<file path="config.mk">
export PLATFORM = sky130hd
export DESIGN_NAME = nearest_neighbor_scale_mapper_flat
export DESIGN_NICKNAME = d
export VERILOG_FILES = /design/src/rtl/nnsm_pkg.sv /design/src/rtl/nnsm_pix_if.sv /design/src/rtl/nnsm_res_if.sv /design/src/rtl/nnsm_cfg.sv /design/src/rtl/nnsm_step.sv /design/src/rtl/nearest_neighbor_scale_mapper.sv /design/src/flat_wrapper.sv
export SDC_FILE = /design/constraint.sdc
export NUM_CORES = 2
export LEC_CHECK = 0
export ABC_AREA = 1
export BUFFER_PORTS_ARGS = -buffer_cell sky130_fd_sc_hd__buf_2
export CAP_MARGIN = 20
export CELL_PAD_IN_SITES_DETAIL_PLACEMENT = 1
export CELL_PAD_IN_SITES_GLOBAL_PLACEMENT = 1
export CORE_ASPECT_RATIO = 1.1
export CORE_MARGIN = 3
export CORE_UTILIZATION = 26
export CTS_CLUSTER_SIZE = 20
export DETAILED_ROUTE_END_ITERATION = 8
export PLACE_DENSITY_LB_ADDON = 0.1
export SYNTH_ARGS = -nofsm -noshare
export SYNTH_HDL_FRONTEND = slang
export SYNTH_HIERARCHICAL = 1
export SYNTH_SLANG_ARGS = --single-unit
</file>
<file path="constraint.sdc">
create_clock -name clk_i -period 6.3 [get_ports clk_i]
set_input_delay 0.315 -clock clk_i [delete_from_list [all_inputs] [get_ports clk_i]]
set_output_delay 0.315 -clock clk_i [all_outputs]
set_load 0.005 [all_outputs]
</file>
<file path="src/rtl/nnsm_pkg.sv">
// Package for the nearest-neighbour scale mapper.
// Holds the configuration codes, the fixed field widths and the settled-settings struct.
// No dependencies.
`timescale 1ns / 1ps

package nnsm_pkg;

  localparam int DIM_W     = 13;  // in_width, in_height register width
  localparam int SCALE_W   = 23;  // scale_factor register width
  localparam int FRAC_BITS = 16;  // fraction bits of the scale factor
  localparam int CFG_W     = 23;  // widest register
  localparam int ACC_W     = 36;  // accumulator width, index times factor
  localparam int PROD_W    = 36;  // dimension times factor
  localparam int EMIT_W    = 20;  // output columns emitted in a row
  localparam int CNT_W     = 7;   // copy count width
  localparam int PIX_W     = 24;
  localparam int SUM_W     = 38;  // accumulator plus factor plus rounding

  typedef enum logic [1:0] {
    CFG_IN_WIDTH     = 2'd0,
    CFG_IN_HEIGHT    = 2'd1,
    CFG_SCALE_FACTOR = 2'd2,
    CFG_UNUSED       = 2'd3
  } cfg_idx_e;

  // Clamped settings and the output dimensions derived from them.
  typedef struct packed {
    logic [DIM_W-1:0]   w;
    logic [DIM_W-1:0]   h;
    logic [SCALE_W-1:0] sf;
    logic [PROD_W-1:0]  wout;
    logic [PROD_W-1:0]  hout;
    logic               reduce;
  } nnsm_dims_t;

endpackage

</file>
<file path="src/rtl/nnsm_pix_if.sv">
// Input channel of the scale mapper: one 24-bit pixel per item.
// Depends on nnsm_pkg.
`timescale 1ns / 1ps

interface nnsm_pix_if
  import nnsm_pkg::*;
  ();
  logic             valid;
  logic             ready;
  logic [PIX_W-1:0] pixel;

  modport source (output valid, output pixel, input ready);
  modport sink   (input valid, input pixel, output ready);
endinterface

</file>
<file path="src/rtl/nnsm_res_if.sv">
// Output channel of the scale mapper: pixel with its column and row copy counts.
// Depends on nnsm_pkg.
`timescale 1ns / 1ps

interface nnsm_res_if
  import nnsm_pkg::*;
  ();
  logic             valid;
  logic             ready;
  logic [PIX_W-1:0] pixel_out;
  logic [CNT_W-1:0] col_copies;
  logic [CNT_W-1:0] row_copies;
  logic             row_end;
  logic [1:0]       pad_bytes;
  logic             frame_end;

  modport source (output valid, output pixel_out, output col_copies, output row_copies,
                  output row_end, output pad_bytes, output frame_end, input ready);
  modport sink   (input valid, input pixel_out, input col_copies, input row_copies,
                  input row_end, input pad_bytes, input frame_end, output ready);
endinterface

</file>
<file path="src/rtl/nnsm_cfg.sv">
// Configuration registers of the scale mapper, with clamping and the output size product.
// Depends on nnsm_pkg.
`timescale 1ns / 1ps

module nnsm_cfg
  import nnsm_pkg::*;
#(
  parameter int MAX_WIDTH  = 4096,
  parameter int MAX_HEIGHT = 4096
) (
  input  logic             clk_i,
  input  logic             rst_ni,
  input  logic             cfg_we_i,
  input  logic [1:0]       cfg_idx_i,
  input  logic [CFG_W-1:0] cfg_wdata_i,
  output nnsm_dims_t       dims_o,
  output logic             busy_o
);

  localparam logic [31:0] MaxFactor = 32'(100) << FRAC_BITS;
  localparam logic [31:0] OneFx     = 32'(1) << FRAC_BITS;

  logic [DIM_W-1:0]   width_q, height_q;
  logic [SCALE_W-1:0] scale_q;
  logic               busy_q;
  nnsm_dims_t         dims_d, dims_q;

  always_ff @(posedge clk_i or negedge rst_ni) begin
    if (!rst_ni) begin
      width_q  <= DIM_W'(1);
      height_q <= DIM_W'(1);
      scale_q  <= SCALE_W'(OneFx);
      busy_q   <= 1'b1;
    end else begin
      busy_q <= cfg_we_i;
      if (cfg_we_i) begin
        case (cfg_idx_e'(cfg_idx_i))
          CFG_IN_WIDTH:     width_q  <= cfg_wdata_i[DIM_W-1:0];
          CFG_IN_HEIGHT:    height_q <= cfg_wdata_i[DIM_W-1:0];
          CFG_SCALE_FACTOR: scale_q  <= cfg_wdata_i[SCALE_W-1:0];
          default: ;
        endcase
      end
    end
  end

  always_comb begin
    dims_d = '0;
    if (width_q == '0) begin
      dims_d.w = DIM_W'(1);
    end else if (32'(width_q) > 32'(MAX_WIDTH)) begin
      dims_d.w = DIM_W'(MAX_WIDTH);
    end else begin
      dims_d.w = width_q;
    end
    if (height_q == '0) begin
      dims_d.h = DIM_W'(1);
    end else if (32'(height_q) > 32'(MAX_HEIGHT)) begin
      dims_d.h = DIM_W'(MAX_HEIGHT);
    end else begin
      dims_d.h = height_q;
    end
    if (scale_q == '0) begin
      dims_d.sf = SCALE_W'(1);
    end else if (32'(scale_q) > MaxFactor) begin
      dims_d.sf = SCALE_W'(MaxFactor);
    end else begin
      dims_d.sf = scale_q;
    end
    dims_d.wout   = (PROD_W'(dims_d.w) * PROD_W'(dims_d.sf)) >> FRAC_BITS;
    dims_d.hout   = (PROD_W'(dims_d.h) * PROD_W'(dims_d.sf)) >> FRAC_BITS;
    dims_d.reduce = 32'(dims_d.sf) < OneFx;
  end

  // Settled values need no reset: busy holds the input off until they are loaded.
  always_ff @(posedge clk_i) begin
    dims_q <= dims_d;
  end

  assign dims_o = dims_q;
  assign busy_o = busy_q;

endmodule

</file>
<file path="src/rtl/nnsm_step.sv">
// Per-pixel step of the scale mapper: frame position, accumulators, copy counts, result register.
// Depends on nnsm_pkg, nnsm_pix_if and nnsm_res_if.
`timescale 1ns / 1ps

module nnsm_step
  import nnsm_pkg::*;
#(
  parameter int MAX_WIDTH  = 4096,
  parameter int MAX_HEIGHT = 4096
) (
  input  logic       clk_i,
  input  logic       rst_ni,
  input  nnsm_dims_t dims_i,
  input  logic       hold_i,
  nnsm_pix_if.sink   pix,
  nnsm_res_if.source res
);

  localparam int CW  = (MAX_WIDTH > 1) ? $clog2(MAX_WIDTH) : 1;
  localparam int RW  = (MAX_HEIGHT > 1) ? $clog2(MAX_HEIGHT) : 1;
  localparam int CLW = (CW + 1 > DIM_W) ? CW + 1 : DIM_W;
  localparam int RLW = (RW + 1 > DIM_W) ? RW + 1 : DIM_W;
  localparam logic [SUM_W-1:0] OneM1 = (SUM_W'(1) << FRAC_BITS) - SUM_W'(1);

  logic [CW-1:0]     col_idx_q, col_idx_d;
  logic [RW-1:0]     row_idx_q, row_idx_d;
  logic [ACC_W-1:0]  col_acc_q, col_acc_d;
  logic [ACC_W-1:0]  row_acc_q, row_acc_d;
  logic [EMIT_W-1:0] emitted_q, emitted_d;
  logic [CNT_W-1:0]  rcopy_q, rcopy_d;
  logic              out_valid_q;

  logic [PIX_W-1:0]  pix_q;
  logic [CNT_W-1:0]  ccopy_q, rcopy_out_q;
  logic              row_end_q, frame_end_q;
  logic [1:0]        pad_q;

  logic              accept;
  logic [CW:0]       col_nxt;
  logic [RW:0]       row_nxt;
  logic              last_col, last_row;
  logic [SUM_W-1:0]  sf_x, hout_x, wout_x, emitted_x;
  logic [SUM_W-1:0]  row_cur, row_a, row_b, row_ca, row_cb;
  logic              row_step;
  logic [SUM_W-1:0]  col_b, col_cb;
  logic [CNT_W-1:0]  rc, cols;

  assign pix.ready = !hold_i && (!out_valid_q || res.ready);
  assign accept    = pix.valid && pix.ready;

  always_comb begin
    sf_x      = SUM_W'(dims_i.sf);
    hout_x    = SUM_W'(dims_i.hout);
    wout_x    = SUM_W'(dims_i.wout);
    emitted_x = SUM_W'(emitted_q);

    // Row copies: evaluated from the row accumulator, taken at the first pixel of a row.
    row_cur  = SUM_W'(row_acc_q) >> FRAC_BITS;
    row_step = (SUM_W'(row_acc_q) < sf_x) ||
               (((SUM_W'(row_acc_q) - sf_x) >> FRAC_BITS) != row_cur);
    row_ca   = (SUM_W'(row_acc_q) + OneM1) >> FRAC_BITS;
    row_cb   = (SUM_W'(row_acc_q) + sf_x + OneM1) >> FRAC_BITS;
    row_a    = (row_ca < hout_x) ? row_ca : hout_x;
    row_b    = (row_cb < hout_x) ? row_cb : hout_x;
    if (dims_i.reduce) begin
      rc = CNT_W'(row_step && (row_cur < hout_x));
    end else if (row_b > row_a) begin
      rc = CNT_W'(row_b - row_a);
    end else begin
      rc = '0;
    end
    rcopy_d = (col_idx_q == '0) ? rc : rcopy_q;

    // Column copies against the count already emitted in this row.
    col_cb = (SUM_W'(col_acc_q) + sf_x + OneM1) >> FRAC_BITS;
    col_b  = (col_cb < wout_x) ? col_cb : wout_x;
    if (dims_i.reduce) begin
      if (((SUM_W'(col_acc_q) >> FRAC_BITS) == emitted_x) && (emitted_x < wout_x)) begin
        cols      = CNT_W'(1);
        emitted_d = emitted_q + EMIT_W'(1);
      end else begin
        cols      = '0;
        emitted_d = emitted_q;
      end
    end else if (col_b > emitted_x) begin
      cols      = CNT_W'(col_b - emitted_x);
      emitted_d = col_b[EMIT_W-1:0];
    end else begin
      cols      = '0;
      emitted_d = emitted_q;
    end

    col_nxt  = (CW + 1)'(col_idx_q) + (CW + 1)'(1);
    row_nxt  = (RW + 1)'(row_idx_q) + (RW + 1)'(1);
    last_col = CLW'(col_nxt) >= CLW'(dims_i.w);
    last_row = RLW'(row_nxt) >= RLW'(dims_i.h);

    // Advance the frame position.
    col_idx_d = col_nxt[CW-1:0];
    row_idx_d = row_idx_q;
    col_acc_d = col_acc_q + ACC_W'(dims_i.sf);
    row_acc_d = row_acc_q;
    if (last_col) begin
      col_idx_d = '0;
      col_acc_d = '0;
      emitted_d = '0;
      if (last_row) begin
        row_idx_d = '0;
        row_acc_d = '0;
      end else begin
        row_idx_d = row_nxt[RW-1:0];
        row_acc_d = row_acc_q + ACC_W'(dims_i.sf);
      end
    end
  end

  always_ff @(posedge clk_i or negedge rst_ni) begin
    if (!rst_ni) begin
      col_idx_q   <= '0;
      row_idx_q   <= '0;
      col_acc_q   <= '0;
      row_acc_q   <= '0;
      emitted_q   <= '0;
      rcopy_q     <= '0;
      out_valid_q <= 1'b0;
    end else begin
      if (accept) begin
        col_idx_q   <= col_idx_d;
        row_idx_q   <= row_idx_d;
        col_acc_q   <= col_acc_d;
        row_acc_q   <= row_acc_d;
        emitted_q   <= emitted_d;
        rcopy_q     <= rcopy_d;
        out_valid_q <= 1'b1;
      end else if (res.ready) begin
        out_valid_q <= 1'b0;
      end
    end
  end

  always_ff @(posedge clk_i) begin
    if (accept) begin
      pix_q       <= pix.pixel;
      ccopy_q     <= cols;
      rcopy_out_q <= rcopy_d;
      row_end_q   <= last_col;
      frame_end_q <= last_col && last_row;
      pad_q       <= last_col ? dims_i.wout[1:0] : 2'b00;
    end
  end

  assign res.valid      = out_valid_q;
  assign res.pixel_out  = pix_q;
  assign res.col_copies = ccopy_q;
  assign res.row_copies = rcopy_out_q;
  assign res.row_end    = row_end_q;
  assign res.pad_bytes  = pad_q;
  assign res.frame_end  = frame_end_q;

endmodule

</file>
<file path="src/rtl/nearest_neighbor_scale_mapper.sv">
// Top level of the nearest-neighbour scale mapper.
// Depends on nnsm_pkg, nnsm_pix_if, nnsm_res_if, nnsm_cfg and nnsm_step.
`timescale 1ns / 1ps

// Takes 24-bit pixels in raster order and returns each one with the number of
// output columns it fills and the number of output rows its input row fills,
// for a scale factor in unsigned fixed point with FRAC_BITS fraction bits.
// One item is accepted per clock while the input is not held off and the sink
// keeps up, and its result appears in the output register in the next cycle; the
// rate is set by the per-pixel accumulator add and the ceiling/compare logic
// between the frame state and that register. The output register lets a new
// item in while the previous result waits, as long as the sink takes it in the
// same cycle. Row ends carry the padding byte count of the output row (output
// width mod 4). Write the registers only between frames with no result
// pending; after any write the input is held off while the clamped settings
// and output dimensions (two 13x23 multiplies) settle; likewise after reset.

module nearest_neighbor_scale_mapper
  import nnsm_pkg::*;
#(
  parameter int MAX_WIDTH  = 4096,
  parameter int MAX_HEIGHT = 4096
) (
  input  logic             clk_i,
  input  logic             rst_ni,
  input  logic             cfg_we_i,
  input  logic [1:0]       cfg_idx_i,
  input  logic [CFG_W-1:0] cfg_wdata_i,
  nnsm_pix_if.sink         pixel_i,
  nnsm_res_if.source       result_o
);

  nnsm_dims_t dims;
  logic       cfg_busy;

  nnsm_cfg #(
    .MAX_WIDTH (MAX_WIDTH),
    .MAX_HEIGHT(MAX_HEIGHT)
  ) u_cfg (
    .clk_i      (clk_i),
    .rst_ni     (rst_ni),
    .cfg_we_i   (cfg_we_i),
    .cfg_idx_i  (cfg_idx_i),
    .cfg_wdata_i(cfg_wdata_i),
    .dims_o     (dims),
    .busy_o     (cfg_busy)
  );

  // Hold the input while a write lands or the settled values are reloading.
  nnsm_step #(
    .MAX_WIDTH (MAX_WIDTH),
    .MAX_HEIGHT(MAX_HEIGHT)
  ) u_step (
    .clk_i (clk_i),
    .rst_ni(rst_ni),
    .dims_i(dims),
    .hold_i(cfg_busy || cfg_we_i),
    .pix   (pixel_i),
    .res   (result_o)
  );

endmodule

</file>
<file path="src/flat_wrapper.sv">
// flat-port wrapper written by rule: the top's interface ports become plain ports
module nearest_neighbor_scale_mapper_flat import nnsm_pkg::*;
#(
  parameter int MAX_WIDTH  = 4096,
  parameter int MAX_HEIGHT = 4096
)
  (clk_i, rst_ni, cfg_we_i, cfg_idx_i, cfg_wdata_i, pixel_i_valid, pixel_i_pixel, pixel_i_ready, result_o_valid, result_o_pixel_out, result_o_col_copies, result_o_row_copies, result_o_row_end, result_o_pad_bytes, result_o_frame_end, result_o_ready);
  nnsm_pix_if pixel_i_i ();
  nnsm_res_if result_o_i ();
  input  logic clk_i;
  input  logic rst_ni;
  input  logic cfg_we_i;
  input  logic [1:0] cfg_idx_i;
  input  logic [CFG_W-1:0] cfg_wdata_i;
  input wire logic [$bits(pixel_i_i.valid)-1:0] pixel_i_valid;
  input wire logic [$bits(pixel_i_i.pixel)-1:0] pixel_i_pixel;
  output wire logic [$bits(pixel_i_i.ready)-1:0] pixel_i_ready;
  output wire logic [$bits(result_o_i.valid)-1:0] result_o_valid;
  output wire logic [$bits(result_o_i.pixel_out)-1:0] result_o_pixel_out;
  output wire logic [$bits(result_o_i.col_copies)-1:0] result_o_col_copies;
  output wire logic [$bits(result_o_i.row_copies)-1:0] result_o_row_copies;
  output wire logic [$bits(result_o_i.row_end)-1:0] result_o_row_end;
  output wire logic [$bits(result_o_i.pad_bytes)-1:0] result_o_pad_bytes;
  output wire logic [$bits(result_o_i.frame_end)-1:0] result_o_frame_end;
  input wire logic [$bits(result_o_i.ready)-1:0] result_o_ready;
  assign pixel_i_i.valid = pixel_i_valid;
  assign pixel_i_i.pixel = pixel_i_pixel;
  assign pixel_i_ready = pixel_i_i.ready;
  assign result_o_valid = result_o_i.valid;
  assign result_o_pixel_out = result_o_i.pixel_out;
  assign result_o_col_copies = result_o_i.col_copies;
  assign result_o_row_copies = result_o_i.row_copies;
  assign result_o_row_end = result_o_i.row_end;
  assign result_o_pad_bytes = result_o_i.pad_bytes;
  assign result_o_frame_end = result_o_i.frame_end;
  assign result_o_i.ready = result_o_ready;
  nearest_neighbor_scale_mapper #(.MAX_WIDTH(MAX_WIDTH), .MAX_HEIGHT(MAX_HEIGHT)) u_core (.clk_i(clk_i), .rst_ni(rst_ni), .cfg_we_i(cfg_we_i), .cfg_idx_i(cfg_idx_i), .cfg_wdata_i(cfg_wdata_i), .pixel_i(pixel_i_i), .result_o(result_o_i));
endmodule
</file>
==> out/summary.txt <==
Placed cells: 8,782
Root Buffer: clkbuf_16
PwrDens: 576.2 mW/mm^2
DRT antenna net count: 0
Post-layout min period: 6.101 ns
Synth Instances: 5,932
Post-synth EDFFs: 42
Status: complete, no violations
Die X-Extent: 397.9 um
1st-pass router iterations: 5
Critical Path Sink Type: flop
Nets: 7,725
Yosys warning count: 6
CP max FO: 6
Top_reg_cell synth: dfrtp_1
Vias: 40,940
Min setup slack post-route: 0.1986 ns
Endpoints failing setup: 0
TritonCTS buffer count: 45
First-pass GRT wire length: 270.7 mm
CP Data Arrival Time: 6.50 ns
Setup TNS: 0 ns
Die Ht: 437.1 um
Area Growth Syn to Fin: 28.67%
Tot GR Track Use: 20.27%
# rows: 157
Worst hold path class: input pin to flop
Routed len/inst: 19.74 um
Largest net degree at the start of global routing: 93
Final period util: 96.85%
Post-synth ARST share: 56.86%
Slowest stage cell, crit path: fa_2
Antenna violations before repair: 10
Worst-path clk slew: 0.06 ns
Max-slew headroom: 42.72%
Synthesis-stage register bit count: 306
Sink Count: 306
Die area: 0.1739 sq mm
Fin cells: 8,978
Syn_area_per_cell: 7.404 sq um
Vias per inst: 4.560
Cell area after layout: 0.05652 sq mm
Total gr overflow: 0
Critical path class: flop to flop
Share of post-route cells with drive strength above 1: 20.40%
Seq/Total Area, Yosys: 16.90%
DRC viols: 0
Port Buffers: 97
F_max: 0.1639 GHz
CTS H-tree depth: 2
Detail Placement HPWL: 149.4 mm
Synth unique cells: 75
Iteration-0 DRC Markers: 1,595
Clock buffer depth: 3
Peak VDD IR: 0.2638 mV
Fin. max-slew vios: 0
Hold Vio Cnt, Final: 0
MaxCap Viol Count: 0
Leak: 28.75 nW
Starting Density: 26.27%
Fill cells: 20,290
Clock Skew: 0.05508 ns
Area after DPL: 0.05187 sq mm
Vias in the first global route: 44,620
Dpl ws: -0.3089 ns
Core Region: 0.1672 sq mm
RSZ-0062 raised after global routing: yes
Worst Max-Slew Pin Slew: 0.8568 ns
I/O pin count: 98
Biggest cell delay along the critical path: 0.63 ns
CTS tree: done
Gpl congestion: 0.8528
Setup slack, reg-to-reg: 0.20 ns
Required time of the worst setup path: 6.70 ns
Skew-Pair Late Insertion Delay: 0.65 ns
Post-Route WL: 177.3 mm
Syn Std Cell Area: 0.04392 sq mm
CP Launch Type: flop
path summary, 6_finish.rpt:
| kind | start | endpoint | cells after the start |
|---|---|---|---|
| max | u_core/u_step/col_acc_q[17] | u_core/u_step/res.col_copies[2] | 39 |
| min | cfg_wdata_i[2] | u_core/u_cfg/width_q[2] | 3 |
| max reg2reg | u_core/u_step/col_acc_q[17] | u_core/u_step/res.col_copies[2] | 39 |
| min reg2reg | u_core/u_step/rcopy_q[2] | u_core/u_step/rcopy_q[2] | 2 |
| max in group asynchronous | rst_ni | u_core/u_step/row_acc_q[20] | 3 |
| min in group asynchronous | rst_ni | u_core/u_step/emitted_q[7] | 2 |
critical path: cells and delay by family (launching register included):
family | cells | cell delay [ns]
AO/OA/AOI/OAI | 8 | 1.29
buffers and inverters | 4 | 0.50
AND/OR/NAND/NOR | 22 | 2.05
adder cells (fa/ha/maj) | 5 | 1.55
flip-flops | 1 | 0.42
placed cells by master, fill, tap and decap left out, types with 39 or more instances in the layout:
master / instances
a21oi_1: 262
inv_1: 1142
nand4_1: 65
inv_2: 45
buf_2: 96
o21ai_0: 202
edfxtp_1: 42
dlygate4sd3_1: 40
conb_1: 62
nand3_1: 183
nor3_1: 57
clkbuf_16: 51
buf_4: 654
nand2_1: 1240
dfrtp_1: 169
a21oi_2: 62
o22ai_1: 44
xor2_1: 101
nand2_2: 53
dfxtp_1: 83
ha_1: 430
ha_4: 39
o21ai_1: 58
nor2_2: 51
nor2_1: 543
fa_1: 459
cell families after synthesis:
family,count (synthesis),share of synthesized area (%)
XOR/XNOR,132,2.649
multiplexers,5,0.1282
flip-flops,306,16.90
other,3,0.02564
adder cells (fa/ha/maj),958,35.43
AND/OR/NAND/NOR,2362,22.73
buffers and inverters,1395,12.42
AO/OA/AOI/OAI,771,9.719
cell usage after synthesis, types with 14 or more instances:
library cell | count | area share [%]
edfxtp_1 | 42 | 2.9
o21ai_1 | 26 | 0.30
nand2_2 | 20 | 0.28
clkinv_1 | 24 | 0.21
buf_2 | 36 | 0.41
nand2_1 | 1286 | 11
buf_4 | 37 | 0.63
xnor2_1 | 17 | 0.34
ha_1 | 482 | 14
dfxtp_1 | 90 | 4.1
o21ai_0 | 247 | 2.8
a21oi_1 | 324 | 3.7
nand3_1 | 197 | 2.2
dfrtp_1 | 170 | 9.7
nand3_2 | 20 | 0.46
o21bai_1 | 17 | 0.29
inv_1 | 1175 | 10
nor3_1 | 63 | 0.72
nor4_1 | 29 | 0.41
nand4_1 | 65 | 0.93
o22ai_1 | 44 | 0.63
o21a_1 | 24 | 0.41
a211oi_1 | 17 | 0.29
nor2_1 | 602 | 5.1
xor2_1 | 114 | 2.3
inv_2 | 14 | 0.12
clkbuf_1 | 102 | 0.87
fa_1 | 476 | 22
routing by layer:
metal / part of all wire (%) / up-vias / track usage [%] / routed length, um
li1: - / 19930 / - / -
met1: 47 / 20440 / 27.03 / 82430
met2: 49 / 421 / 35.67 / 87200
met3: 2.4 / 144 / 1.841 / 4220
met4: 1.9 / 2 / 3.864 / 3391
met5: 0.0073 / - / 0 / 13
final cells by class:
| class | count | area (sq um) | share of cell area [%] |
|---|---|---|---|
| diodes | 3 | 7.507 | 0.01328 |
| clock buffers | 67 | 1383 | 2.446 |
| clock inverters | 16 | 216.5 | 0.3830 |
| inverters | 1213 | 4567 | 8.080 |
| multi-input cells | 4292 | 33200 | 58.75 |
| flip-flops and latches | 306 | 7442 | 13.17 |
| well taps | 2226 | 2785 | 4.928 |
| repair buffers | 855 | 6915 | 12.24 |
repair_timing:
item	CTS	global route
resized for setup	52	467
pin swaps	13	161
setup endpoints to repair	48	80
hold buffers	40	0
hold endpoints to repair	128	0
gates cloned	1	3
buffers inserted	6	61
where the power goes:
group | internal [W] | switching (W) | total [W]
Clock | 0.00165 | 0.00110 | 0.00275
Combinational | 0.0113 | 0.0152 | 0.0265
Sequential | 0.00269 | 0.000647 | 0.00334
Total | 0.0156 | 0.0170 | 0.0326
state kept, by name (all words and copies together) (netlist names):
register                      flops
u_core/u_step/res.pad_bytes       2
u_core/u_step/col_idx_q          12
u_core/u_step/row_acc_q          36
u_core/u_step/res.col_copies      7
u_core/u_step/rcopy_q             7
u_core/u_step/res.pixel_out      24
u_core/u_cfg/dims_o              90
u_core/u_step/col_acc_q          36
u_core/u_step/row_idx_q          12
u_core/u_step/res.frame_end       1
u_core/u_cfg/busy_o               1
u_core/u_step/res.row_copies      7
u_core/u_step/res.valid           1
u_core/u_step/res.row_end         1
u_core/u_cfg/width_q             13
u_core/u_cfg/height_q            13
u_core/u_step/emitted_q          20
u_core/u_cfg/scale_q             23
per-stage QoR:
stage	power (W)	utilization, %	hold slack [ns]
after CTS	0.03069	32.39	0.007334
after floorplan	0.01666	-	0.01941
after global routing	0.03613	33.80	0.03620
after detailed placement	0.02747	31.03	0.4538
after global placement	0.02723	31.03	0.4572
final	0.03257	33.81	0.05815
(Power assumes the default switching activity.)
